[src/design/gpnm_pkg.sv]
// ----------------------------------------------------------------------------
// gpnm_pkg
// Widths, operation and label codes, and the pitch store write bundle shared
// by the greedy pitch note matcher modules.
// ----------------------------------------------------------------------------
package gpnm_pkg;

    localparam int PITCH_W    = 7;
    localparam int PIDX_W     = 6;
    localparam int CNT_W      = 7;
    localparam int SIDX_W     = 16;
    localparam int OP_W       = 2;
    localparam int LBL_W      = 2;
    localparam int IN_DATA_W  = 8;
    localparam int OUT_DATA_W = 24;

    localparam logic [OP_W-1:0] OP_LOAD   = 2'd0;
    localparam logic [OP_W-1:0] OP_SCORE  = 2'd1;
    localparam logic [OP_W-1:0] OP_FINISH = 2'd2;

    localparam logic [LBL_W-1:0] LBL_MATCH     = 2'd0;
    localparam logic [LBL_W-1:0] LBL_DELETION  = 2'd1;
    localparam logic [LBL_W-1:0] LBL_INSERTION = 2'd2;
    localparam logic [LBL_W-1:0] LBL_END       = 2'd3;

    typedef struct packed {
        logic               en;
        logic [PIDX_W-1:0]  addr;
        logic [PITCH_W-1:0] data;
    } t_store_wr;

endpackage

[src/design/gpnm_pitch_store.sv]
// ----------------------------------------------------------------------------
// gpnm_pitch_store
// Performance pitch memory: one write port, one read port with registered
// read data.
// ----------------------------------------------------------------------------
module gpnm_pitch_store
    import gpnm_pkg::*;
#(
    parameter int MAX_PERF_NOTES = 64
) (
    input  logic               i_clk,
    input  t_store_wr          i_wr,
    input  logic [PIDX_W-1:0]  i_rd_addr,
    output logic [PITCH_W-1:0] o_rd_pitch
);

    logic [PITCH_W-1:0] r_mem [MAX_PERF_NOTES];
    logic [PITCH_W-1:0] r_rd_pitch;

    always_ff @(posedge i_clk) begin
        if (i_wr.en) begin
            r_mem[i_wr.addr] <= i_wr.data;
        end
        r_rd_pitch <= r_mem[i_rd_addr];
    end

    assign o_rd_pitch = r_rd_pitch;

endmodule

[src/design/greedy_pitch_note_matcher.sv]
// ----------------------------------------------------------------------------
// greedy_pitch_note_matcher
// Greedy note aligner: score notes claim the first unused performance note of
// equal pitch; a finish item lists the unused performance notes.
// ----------------------------------------------------------------------------
// Input stream s_axis: tuser carries the operation (load, score, finish),
// tdata the pitch. Output stream m_axis: tuser carries the label, tdata the
// score index, performance index and overflow flag, tlast the final result
// of an item.
// A load gives no result. A score note walks the pitch store through one
// comparator, one entry per cycle; its result waits in the emit state until
// the output register is free. A finish walks the used flags one per cycle
// while the receiver keeps up and gives one result per unused entry (or one
// end marker). s_axis_tready is high only between items.
// The output register holds a result until it is taken; the next item is
// accepted while it waits, and the sequencer stalls only when it has a new
// result to place. Reset clears the used flags, the note count, the score
// counter and the overflow flag; the pitch store is not cleared.
// ----------------------------------------------------------------------------
module greedy_pitch_note_matcher
    import gpnm_pkg::*;
#(
    parameter int MAX_PERF_NOTES = 64
) (
    input  logic                  i_clk,
    input  logic                  i_rst_n,
    input  logic                  s_axis_tvalid,
    output logic                  s_axis_tready,
    input  logic [IN_DATA_W-1:0]  s_axis_tdata,   // [6:0] pitch
    input  logic [OP_W-1:0]       s_axis_tuser,   // [1:0] op
    output logic                  m_axis_tvalid,
    input  logic                  m_axis_tready,
    output logic [OUT_DATA_W-1:0] m_axis_tdata,   // [15:0] score_index,
                                                  // [21:16] perf_index,
                                                  // [22] overflow
    output logic [LBL_W-1:0]      m_axis_tuser,   // [1:0] label
    output logic                  m_axis_tlast
);

    localparam logic [1:0] ST_IDLE  = 2'd0;
    localparam logic [1:0] ST_SCAN  = 2'd1;
    localparam logic [1:0] ST_EMIT  = 2'd2;
    localparam logic [1:0] ST_FLUSH = 2'd3;

    localparam logic [CNT_W-1:0] CAP = CNT_W'(MAX_PERF_NOTES);

    logic [1:0]                r_state, n_state;
    logic [CNT_W-1:0]          r_cnt, n_cnt;
    logic [SIDX_W-1:0]         r_score, n_score;
    logic                      r_ovf, n_ovf;
    logic [MAX_PERF_NOTES-1:0] r_used, n_used;
    logic [CNT_W-1:0]          r_idx, n_idx;
    logic                      r_rd_vld, n_rd_vld;
    logic [PIDX_W-1:0]         r_rd_idx, n_rd_idx;
    logic                      r_pend_vld, n_pend_vld;
    logic [PIDX_W-1:0]         r_pend, n_pend;
    logic [PITCH_W-1:0]        r_pitch, n_pitch;
    logic [LBL_W-1:0]          r_res_lbl, n_res_lbl;
    logic [SIDX_W-1:0]         r_res_sidx, n_res_sidx;
    logic [PIDX_W-1:0]         r_res_pidx, n_res_pidx;
    logic                      r_out_vld, n_out_vld;
    logic [LBL_W-1:0]          r_out_lbl, n_out_lbl;
    logic [SIDX_W-1:0]         r_out_sidx, n_out_sidx;
    logic [PIDX_W-1:0]         r_out_pidx, n_out_pidx;
    logic                      r_out_ovf, n_out_ovf;
    logic                      r_out_last, n_out_last;

    t_store_wr          store_wr;
    logic [PITCH_W-1:0] rd_pitch;
    logic               in_xfer;
    logic               slot_free;
    logic               hit;

    gpnm_pitch_store #(
        .MAX_PERF_NOTES (MAX_PERF_NOTES)
    ) u_store (
        .i_clk      (i_clk),
        .i_wr       (store_wr),
        .i_rd_addr  (r_idx[PIDX_W-1:0]),
        .o_rd_pitch (rd_pitch)
    );

    assign s_axis_tready = (r_state == ST_IDLE);
    assign in_xfer       = s_axis_tvalid && s_axis_tready;
    assign slot_free     = !r_out_vld || m_axis_tready;
    assign hit           = r_rd_vld && !r_used[r_rd_idx] && (rd_pitch == r_pitch);

    always_comb begin
        n_state    = r_state;
        n_cnt      = r_cnt;
        n_score    = r_score;
        n_ovf      = r_ovf;
        n_used     = r_used;
        n_idx      = r_idx;
        n_rd_vld   = r_rd_vld;
        n_rd_idx   = r_rd_idx;
        n_pend_vld = r_pend_vld;
        n_pend     = r_pend;
        n_pitch    = r_pitch;
        n_res_lbl  = r_res_lbl;
        n_res_sidx = r_res_sidx;
        n_res_pidx = r_res_pidx;
        n_out_vld  = r_out_vld;
        n_out_lbl  = r_out_lbl;
        n_out_sidx = r_out_sidx;
        n_out_pidx = r_out_pidx;
        n_out_ovf  = r_out_ovf;
        n_out_last = r_out_last;
        store_wr   = '0;

        if (r_out_vld && m_axis_tready) begin
            n_out_vld = 1'b0;
        end

        case (r_state)
            ST_IDLE: begin
                n_rd_idx = '0;
                if (in_xfer) begin
                    case (s_axis_tuser)
                        OP_LOAD: begin
                            if (r_cnt < CAP) begin
                                store_wr.en   = 1'b1;
                                store_wr.addr = r_cnt[PIDX_W-1:0];
                                store_wr.data = s_axis_tdata[PITCH_W-1:0];
                                n_used[r_cnt[PIDX_W-1:0]] = 1'b0;
                                n_cnt = r_cnt + CNT_W'(1);
                            end else begin
                                n_ovf = 1'b1;
                            end
                        end
                        OP_SCORE: begin
                            n_pitch    = s_axis_tdata[PITCH_W-1:0];
                            n_res_sidx = r_score;
                            if (r_score != '1) begin
                                n_score = r_score + SIDX_W'(1);
                            end
                            n_idx    = CNT_W'(1);
                            n_rd_vld = (r_cnt != '0);
                            n_state  = ST_SCAN;
                        end
                        OP_FINISH: begin
                            n_pend_vld = 1'b0;
                            n_idx      = '0;
                            n_state    = ST_FLUSH;
                        end
                        default: ;
                    endcase
                end
            end
            ST_SCAN: begin
                n_rd_vld = (r_idx < r_cnt);
                n_rd_idx = r_idx[PIDX_W-1:0];
                n_idx    = r_idx + CNT_W'(1);
                if (hit) begin
                    n_used[r_rd_idx] = 1'b1;
                    n_res_lbl  = LBL_MATCH;
                    n_res_pidx = r_rd_idx;
                    n_idx      = '0;
                    n_rd_vld   = 1'b0;
                    n_state    = ST_EMIT;
                end else if (!r_rd_vld) begin
                    n_res_lbl  = LBL_DELETION;
                    n_res_pidx = '0;
                    n_idx      = '0;
                    n_rd_vld   = 1'b0;
                    n_state    = ST_EMIT;
                end
            end
            ST_EMIT: begin
                if (slot_free) begin
                    n_out_vld  = 1'b1;
                    n_out_lbl  = r_res_lbl;
                    n_out_sidx = r_res_sidx;
                    n_out_pidx = r_res_pidx;
                    n_out_ovf  = r_ovf;
                    n_out_last = 1'b1;
                    n_state    = ST_IDLE;
                end
            end
            ST_FLUSH: begin
                if (r_idx < r_cnt) begin
                    if (!r_used[r_idx[PIDX_W-1:0]]) begin
                        if (!r_pend_vld) begin
                            n_pend_vld = 1'b1;
                            n_pend     = r_idx[PIDX_W-1:0];
                            n_idx      = r_idx + CNT_W'(1);
                        end else if (slot_free) begin
                            n_out_vld  = 1'b1;
                            n_out_lbl  = LBL_INSERTION;
                            n_out_sidx = '0;
                            n_out_pidx = r_pend;
                            n_out_ovf  = r_ovf;
                            n_out_last = 1'b0;
                            n_pend     = r_idx[PIDX_W-1:0];
                            n_idx      = r_idx + CNT_W'(1);
                        end
                    end else begin
                        n_idx = r_idx + CNT_W'(1);
                    end
                end else if (slot_free) begin
                    n_out_vld  = 1'b1;
                    n_out_lbl  = r_pend_vld ? LBL_INSERTION : LBL_END;
                    n_out_sidx = '0;
                    n_out_pidx = r_pend_vld ? r_pend : '0;
                    n_out_ovf  = r_ovf;
                    n_out_last = 1'b1;
                    n_used     = '0;
                    n_cnt      = '0;
                    n_score    = '0;
                    n_ovf      = 1'b0;
                    n_pend_vld = 1'b0;
                    n_idx      = '0;
                    n_state    = ST_IDLE;
                end
            end
            default: begin
                n_state = ST_IDLE;
            end
        endcase
    end

    always_ff @(posedge i_clk) begin
        if (!i_rst_n) begin
            r_state    <= ST_IDLE;
            r_cnt      <= '0;
            r_score    <= '0;
            r_ovf      <= 1'b0;
            r_used     <= '0;
            r_idx      <= '0;
            r_rd_vld   <= 1'b0;
            r_pend_vld <= 1'b0;
            r_out_vld  <= 1'b0;
        end else begin
            r_state    <= n_state;
            r_cnt      <= n_cnt;
            r_score    <= n_score;
            r_ovf      <= n_ovf;
            r_used     <= n_used;
            r_idx      <= n_idx;
            r_rd_vld   <= n_rd_vld;
            r_pend_vld <= n_pend_vld;
            r_out_vld  <= n_out_vld;
        end
    end

    always_ff @(posedge i_clk) begin
        r_rd_idx   <= n_rd_idx;
        r_pend     <= n_pend;
        r_pitch    <= n_pitch;
        r_res_lbl  <= n_res_lbl;
        r_res_sidx <= n_res_sidx;
        r_res_pidx <= n_res_pidx;
        r_out_lbl  <= n_out_lbl;
        r_out_sidx <= n_out_sidx;
        r_out_pidx <= n_out_pidx;
        r_out_ovf  <= n_out_ovf;
        r_out_last <= n_out_last;
    end

    assign m_axis_tvalid = r_out_vld;
    assign m_axis_tdata  = {1'b0, r_out_ovf, r_out_pidx, r_out_sidx};
    assign m_axis_tuser  = r_out_lbl;
    assign m_axis_tlast  = r_out_last;

    a_cnt_cap: assert property (@(posedge i_clk) disable iff (!i_rst_n)
        r_cnt <= CAP)
        else $error("note count beyond capacity");

    a_match_used: assert property (@(posedge i_clk) disable iff (!i_rst_n)
        (r_out_vld && r_out_lbl == LBL_MATCH) |-> r_used[r_out_pidx])
        else $error("matched note not marked used");

    a_score_scan: assert property (@(posedge i_clk) disable iff (!i_rst_n)
        (in_xfer && s_axis_tuser == OP_SCORE) |=> (r_state == ST_SCAN))
        else $error("score note did not start a scan");

    a_read_in_scan: assert property (@(posedge i_clk) disable iff (!i_rst_n)
        r_rd_vld |-> (r_state == ST_SCAN))
        else $error("store read pending outside a scan");

    a_flush_clear: assert property (@(posedge i_clk) disable iff (!i_rst_n)
        (r_state == ST_FLUSH && n_state == ST_IDLE)
        |=> (r_cnt == '0 && r_score == '0 && !r_ovf && r_used == '0))
        else $error("finish left state behind");

endmodule
[config.mk]
export PLATFORM = sky130hd
export DESIGN_NAME = greedy_pitch_note_matcher
export DESIGN_NICKNAME = d
export VERILOG_FILES = /design/src/design/gpnm_pkg.sv /design/src/design/gpnm_pitch_store.sv /design/src/design/greedy_pitch_note_matcher.sv
export SDC_FILE = /design/constraint.sdc
export NUM_CORES = 1
export LEC_CHECK = 0
export ABC_AREA = 1
export ABC_CLOCK_PERIOD_IN_PS = 7300
export BUFFER_PORTS_ARGS = -buffer_cell sky130_fd_sc_hd__buf_4
export CORE_UTILIZATION = 55
export DETAILED_ROUTE_END_ITERATION = 10
export PLACE_DENSITY = 0.74
export SLEW_MARGIN = 40
export SYNTH_ARGS = -nofsm -noshare
export SYNTH_HDL_FRONTEND = slang
export SYNTH_HIERARCHICAL = 1
export SYNTH_SLANG_ARGS = --single-unit
[constraint.sdc]
create_clock -name i_clk -period 7.3 [get_ports i_clk]
set_clock_uncertainty 0.05 [all_clocks]
set_input_delay 0.73 -clock i_clk [delete_from_list [all_inputs] [get_ports i_clk]]
set_output_delay 0.73 -clock i_clk [all_outputs]
set_load 0.005 [all_outputs]
==> impl_metrics.py, run 1 <==
metrics = {
    "floorplanning": {
        "start_util": 0.557,
        "core_area_um2": 51400,
        "die_h_um": 230,
        "dieArea_um2": 53000,
        "fp-row-count": 83,
        "fp.dieW_um": 230,
        "ios": 43,
    },
    "drt": {
        "vias": 21900,
        "viasPerCell": 5.98,
        "drt_wl_total_um": 73400,
        "antenna_left": 0,
        "drc_errors": 0,
        "first_pass_iters": 9,
        "avgRoutedWirePerCell_um": 20.0,
        "drt-initial-drc-count": 2806,
    },
    "worst_setup_path": {
        "setup.worst_path.start": "r_state[0]",
        "max_stage_delay_ns": 0.67,
        "cp_max_fo": 13,
        "startpoint_type": "register",
        "crit_arrival_ns": 4.85,
        "path_cells": "inv_1 > ha_1 > nand2_1 > nor3_1 > buf_4 > clkinv_1 > nor2_1 > inv_1 > nor3_1 > nand2_1 > nor2_1",
        "reg2reg_depth": 11,
        "cp-end-kind": "register",
        "critPathKind": "register to register",
        "crit_path_end": "u_store/r_mem[59][4]",
        "required_ns": 7.51,
        "r2r_end": "u_store/r_mem[59][4]",
        "rrSetupSlack_ns": 2.66,
        "timing.rr.start": "r_state[0]",
        "slowest_stage": "nor2_1",
    },
    "cts": {
        "clockBufferDepth": 3,
        "postCtsResizedCells": 0,
        "cts_root_buffer": "clkbuf_16",
        "clk_latency_ns": 0.63,
        "clkTransAtPathRegs_ns": 0.06,
        "cts_sinks": 623,
        "cts_inserted_buffers": 61,
        "cts_tree": "done",
        "cts_hold_buf": 0,
        "cts_setup_buffers": 0,
        "htree_levels": 2,
    },
    "place": {
        "place_area_um2": 29300,
        "gp_congestion": 0.942,
        "post-dp-hpwl_um": 42700,
        "numPortBuffers": 40,
    },
    "sta": {
        "period_needed_ns": 4.64,
        "worst_slew_pin_slew_ns": 0.936,
        "max_clock_freq_mhz": 216,
        "period_share": 0.635,
        "slew_headroom": 0.374,
        "finalSetupViolCount": 0,
        "setup_tns_ns": 0,
        "hold_viol_final": 0,
        "slew_violations": 0,
        "rsz0062_at_grt": "no",
    },
    "grt": {
        "antenna_found_initial": 0,
        "grt_usage": 0.274,
        "overflow": 0,
        "grt_max_degree": 129,
        "grt_pass1_wl_um": 113000,
        "grt_pass1_vias": 21100,
    },
    "synthesis": {
        "synth_xor_area_frac": 0.00336,
        "ys_seq_area_frac": 0.616,
        "synth_fa_ha_area_frac": 0.00611,
        "ys_async_sr_fraction": 0,
        "synth_top_area_frac": 0.541,
        "synth_top_family_by_area": "simple AND/OR/NAND/NOR gates",
        "synth-edff-count": 516,
        "synth_fp_nets": 2999,
        "synth_area_leaders": "edfxtp_1, nand2_1, nand3_1",
        "synth_compound_area_frac": 0.0792,
        "synth_top_flop_cell": "edfxtp_1",
        "synth_mux_area_frac": 0,
        "ys_seq_elements": 623,
        "synth_cell_types": 44,
        "synthesis.area_um2": 28700,
        "avgSynthCellArea_um2": 9.64,
        "synth_top_area_cell": "edfxtp_1",
        "yosysWarnings": 6,
        "netlist_instances": 2971,
        "yosys.area_share.simple": 0.238,
    },
    "run_status": {
        "run_status": "finished, final reports clean",
    },
    "power_and_ir_drop": {
        "power_mw": 10.8,
        "peakVddDrop_mv": 0.258,
        "p_leak_nw": 11.5,
        "cellPowerDensity_nw_per_um2": 345,
    },
    "final_layout": {
        "syn_to_final_growth_pct": 9.45,
        "layout.nets": 2963,
        "layout-drive-gt1-share": 0.0690,
        "final_area_um2": 31400,
        "antennaDiodeCount": 0,
    },
    "worst_hold_path": {
        "hp-class": "input port to register",
    },
    "flow_run": {
        "maxCapViolCount": 0,
    },
}
==> cells by family after synthesis <==
group	count (synthesis)
adder cells (fa/ha/maj)	14
buffers and inverters	359
XOR/XNOR	11
flip-flops	623
AND/OR/NAND/NOR	1616
AO/OA/AOI/OAI	347
other	1
==> flip-flops by register name, indices dropped and copies added, names as in the netlist, 2 cells and up <==
| register | count |
|---|---|
| r_cnt | 7 |
| r_pend | 6 |
| u_store/o_rd_pitch | 7 |
| r_pitch | 7 |
| r_state | 2 |
| r_out_pidx | 6 |
| r_score | 16 |
| r_res_pidx | 6 |
| r_out_sidx | 16 |
| r_used | 64 |
| r_idx | 7 |
| u_store/r_mem | 448 |
| r_res_sidx | 16 |
| m_axis_tuser | 2 |
| r_rd_idx | 6 |
==> synthesized netlist by cell type, types with 2 or more instances <==
cell,instances
a211oi_1,3
a21oi_1,106
a22o_1,6
a32o_1,64
and3_1,2
buf_1,11
buf_2,67
buf_4,31
buf_6,12
clkbuf_1,46
clkinv_1,2
dfxtp_1,107
edfxtp_1,516
ha_1,14
inv_1,181
inv_2,6
inv_4,2
nand2_1,913
nand3_1,471
nand4_1,15
nor2_1,151
nor3_1,46
nor3b_1,5
nor4_1,3
o21a_1,65
o21ai_0,93
o21ai_1,3
o21ai_2,2
o21bai_1,2
o31ai_1,2
or2_2,2
xnor2_1,2
xor2_1,9
==> per-stage QoR <==
stage	setup WS [ns]	cells	util	hold slack [ns]
detailed placement	2.92	3552	0.571	0.375
finish	2.66	3667	0.610	0.231
global route	2.39	3667	0.610	0.211
CTS	3.14	3667	0.610	0.195
global placement	2.99	3550	0.568	0.364
floorplan	3.77	2971	-	0.358
==> power by group <==
part | switching (mW) | internal [mW] | total (mW)
clock network | 1.34 | 1.82 | 3.16
registers | 0.281 | 4.18 | 4.47
logic | 2.19 | 1.01 | 3.20
total | 3.81 | 7.01 | 10.8
==> worst min path at each step <==
stage	startpoint	to	slack (ns)	cells past startpoint
CTS	s_axis_tdata[0]	r_pitch[0]	0.20	1
floorplan	r_ovf	r_out_ovf	0.36	0
finish	s_axis_tdata[0]	r_pitch[0]	0.23	1
detailed placement	r_ovf	r_out_ovf	0.38	0
global route	s_axis_tdata[1]	r_pitch[1]	0.21	1
global placement	r_ovf	r_out_ovf	0.36	0
==> cell usage in the layout (no fill, tap or decap), types with 31 or more instances in the layout <==
cell type,instances
nand3_1,471
clkbuf_16,62
buf_4,62
nor2_1,140
o21ai_0,93
edfxtp_1,516
a32o_1,64
inv_1,178
a21oi_1,106
dfxtp_1,104
nand2_1,913
nor3_1,31
o21a_1,65
==> routing by layer <==
metal | track usage | wire length [um] | vias up
li1 | - | - | 10200
met1 | 0.355 | 28100 | 10300
met2 | 0.444 | 34700 | 1166
met3 | 0.0450 | 6950 | 264
met4 | 0.146 | 3710 | 0
met5 | 0 | 0 | -
==> final cells by class <==
type	instances	area, um2
fill	4113	20000
sequential	623	17600
multi-input combinational	1989	9560
clock buffer	72	1610
tap	680	851
inverter	191	726
timing repair buffer	69	562
clock inverter	43	404
==> critical path: cells and delay by family (launching register included) <==
family                   cells  cell delay, ns
flip-flops                   1            0.33
buffers and inverters        4            1.14
AND/OR/NAND/NOR              6            2.46
adder cells (fa/ha/maj)      1            0.27
Power figures use the tool's default switching activity.
==> inputs of run 2 (changes only) <==
- ABC_AREA: 1 -> 0
- ABC_CLOCK_PERIOD_IN_PS: 7300 -> 4200
- PLACE_DENSITY: 0.74 -> 0.77
- clock period: 7.3 -> 4.2 ns (I/O delays scaled with it)
==> run 2 against run 1 <==
Effect of this change:
- critical path depth decreased by 2
- combinational power increased by 26%
- clock power increased by 61%
- sequential cell count unchanged
- sequential share of layout area increased by 2.8 points
- hold slack got worse by 0.092 ns
- via count decreased by 22%
- cell count decreased by 32%
- sequential power increased by 62%
- non-clock buffer count increased by 36
- wire length decreased by 11%
- synthesized area decreased by 6.2%
- critical endpoint is now r_used[19]
==> impl_metrics.py, run 2 <==
metrics = {
    "run_status": {
        "run_status": "finished, final reports clean",
    },
    "worst_setup_path": {
        "critPathKind": "register to register",
        "r2r_end": "r_used[19]",
        "startpoint_type": "register",
        "slowest_stage": "edfxtp_1",
        "crit_family": "compound AO/OA/AOI/OAI gates",
        "setup.worst_path.start": "r_rd_idx[2]",
        "rrSetupSlack_ns": 0.46,
        "cp_max_fo": 32,
        "timing.rr.start": "r_rd_idx[2]",
        "cp-end-kind": "register",
        "max_stage_delay_ns": 0.83,
        "path_cells": "inv_1 > and3_1 > nor4_1 > o221ai_1 > a2111oi_4 > a21o_1 > buf_4 > a41oi_1 > nor3_1",
        "critPathBufInv": 2,
        "crit_arrival_ns": 4.24,
        "required_ns": 4.70,
        "reg2reg_depth": 9,
    },
    "synthesis": {
        "yosysWarnings": 6,
        "synth_top_area_cell": "edfxtp_1",
        "synth_top_flop_cell": "edfxtp_1",
        "ys_async_sr_fraction": 0,
        "avgSynthCellArea_um2": 14.9,
        "synth_fp_nets": 1831,
        "yosysMostFrequentCell": "edfxtp_1",
        "synth_area_leaders": "edfxtp_1, mux4_2, dfxtp_1",
        "synth_cell_types": 67,
        "synthesis.area_um2": 26900,
        "synth-edff-count": 516,
        "ys_seq_elements": 623,
        "yosys-top-cells-count": "edfxtp_1, nor2_1, mux4_2, nand2_1, dfxtp_1",
        "synth_top_area_frac": 0.577,
        "ys_seq_area_frac": 0.656,
        "netlist_instances": 1803,
    },
    "sta": {
        "max_clock_freq_mhz": 268,
        "finalSetupViolCount": 0,
        "rsz0062_at_grt": "no",
        "worst_slew_pin_slew_ns": 0.897,
        "slew_violations": 0,
        "period_share": 0.890,
        "period_needed_ns": 3.74,
        "setup_tns_ns": 0,
        "slew_headroom": 0.400,
        "fin_hold_ws_ns": 0.139,
        "hold_viol_final": 0,
    },
    "floorplanning": {
        "die_h_um": 223,
        "dieArea_um2": 49800,
        "ios": 43,
        "fp-row-count": 80,
        "fp.dieW_um": 223,
        "core_area_um2": 47900,
        "start_util": 0.561,
    },
    "worst_hold_path": {
        "whs_endpoint": "r_state[1]",
        "hold_start": "s_axis_tuser[0]",
        "hp-class": "input port to register",
        "hold_depth": 4,
    },
    "place": {
        "place_area_um2": 27900,
        "numPortBuffers": 40,
        "dp.cells": 2386,
        "gp_congestion": 0.920,
        "post-dp-hpwl_um": 39300,
    },
    "power_and_ir_drop": {
        "p_leak_nw": 9.46,
        "cellPowerDensity_nw_per_um2": 548,
        "peakVddDrop_mv": 0.592,
    },
    "grt": {
        "met3_usage": 0.0557,
        "grt_pass1_vias": 16600,
        "grt_usage": 0.263,
        "gr-max-usage-layer": "met2",
        "grt_max_degree": 101,
        "grtUsageMet1": 0.357,
        "grt_pass1_wl_um": 99400,
        "overflow": 0,
        "antenna_found_initial": 0,
        "met2_usage": 0.425,
    },
    "final_layout": {
        "fin_cells": 2509,
        "layout-drive-gt1-share": 0.209,
        "top_register": "u_store/r_mem",
        "syn_to_final_growth_pct": 11.2,
        "largest_register_ffs": 448,
        "antennaDiodeCount": 0,
        "final_area_um2": 29900,
        "layout_commonest_cell": "edfxtp_1",
        "layout.nets": 1870,
        "postLayoutCoreUtil": 0.623,
        "layout_common_cells": "edfxtp_1, mux4_2, nor2_1",
        "biggestRegsByFlops": "u_store/r_mem: 448 flops, r_used: 64 flops",
    },
    "drt": {
        "drt-initial-drc-count": 2406,
        "viasPerCell": 6.78,
        "antenna_left": 0,
        "first_pass_iters": 6,
        "drt_wl_total_um": 65000,
        "drc_errors": 0,
        "avgRoutedWirePerCell_um": 25.9,
        "vias": 17000,
    },
    "flow_run": {
        "maxCapViolCount": 0,
    },
    "cts": {
        "cts_tree": "done",
        "htree_levels": 2,
        "clkTransAtPathRegs_ns": 0.06,
        "clockBufferDepth": 3,
        "cts_inserted_buffers": 60,
        "cts_root_buffer": "clkbuf_16",
        "clk_latency_ns": 0.64,
        "cts_sinks": 623,
    },
}
run 2: cell types whose count changed in the layout (fill, tap and decap cells not counted), sizes merged, moves of 36 or more:
cell	before	now
nand2	914	108
nand3	472	25
inv	186	26
mux4	0	127
o21ai	98	22
o21a	65	1
a32o	64	2
a21oi	106	56
nor4	3	46
mux2i	0	40
a31oi	0	36
run 2: report_power, final:
group	internal [mW]	total (mW)	switching (mW)
registers	6.98	7.25	0.260
clock network	2.80	5.09	2.29
logic	1.48	4.03	2.55
run 2: worst register-to-register path, delay by kind of cell (launching register included):
| family | cells | cell delay [ns] |
|---|---|---|
| compound gates | 4 | 1.22 |
| flops | 1 | 0.83 |
| buf+inv | 2 | 0.63 |
| simple gates | 3 | 0.92 |
run 2: layout make-up:
| class | count | area (um2) |
|---|---|---|
| multi-input cells | 1026 | 8670 |
| repair buffers | 105 | 858 |
| well taps | 615 | 769 |
| fillers | 3364 | 18100 |
| clock buffers | 79 | 1590 |
| inverters | 26 | 97.6 |
| flip-flops and latches | 623 | 17600 |
| clock inverters | 35 | 245 |
run 2: kinds of logic (layout without fill, tap and decap cells):
family | Yosys count | after routing | synth area share
other | 1 | 1 | 0.000140
flip-flops | 623 | 623 | 0.656
multiplexers | 175 | 175 | 0.125
AO/OA/AOI/OAI | 300 | 300 | 0.0832
buffers and inverters | 154 | 245 | 0.0257
AND/OR/NAND/NOR | 514 | 514 | 0.0963
adder cells (fa/ha/maj) | 14 | 14 | 0.00652
XOR/XNOR | 22 | 22 | 0.00717
run 2: what timing repair did:
item | in CTS | in global routing
endpoints found under the hold margin | 7 | 0
setup buffers | 0 | 0
resized for setup | 0 | 0
hold buffers | 7 | 0
run 2: stage by stage:
stage               power (mW)  setup WS [ns]
detailed placement        11.3          0.617
global placement          11.1          0.684
CTS                       16.3          0.589
global route              17.0          0.388
finish                    16.4          0.462
floorplan                 10.1          0.159
run 2: how the worst max path moves through the flow:
| stage | to | slack, ns | cells after the start |
|---|---|---|---|
| CTS | r_state[1] | 0.59 | 9 |
| global placement | r_state[1] | 0.68 | 9 |
| floorplan | r_out_sidx[0] | 0.16 | 9 |
| global route | r_used[6] | 0.39 | 10 |
| finish | r_used[19] | 0.46 | 9 |
| detailed placement | r_state[1] | 0.62 | 9 |
run 2: metal layers:
metal  part of all wire  up-vias
met1               0.38     8430
met4              0.037        0
met5                  0        -
met2               0.48     1123
li1                   -     7268
met3               0.11      192
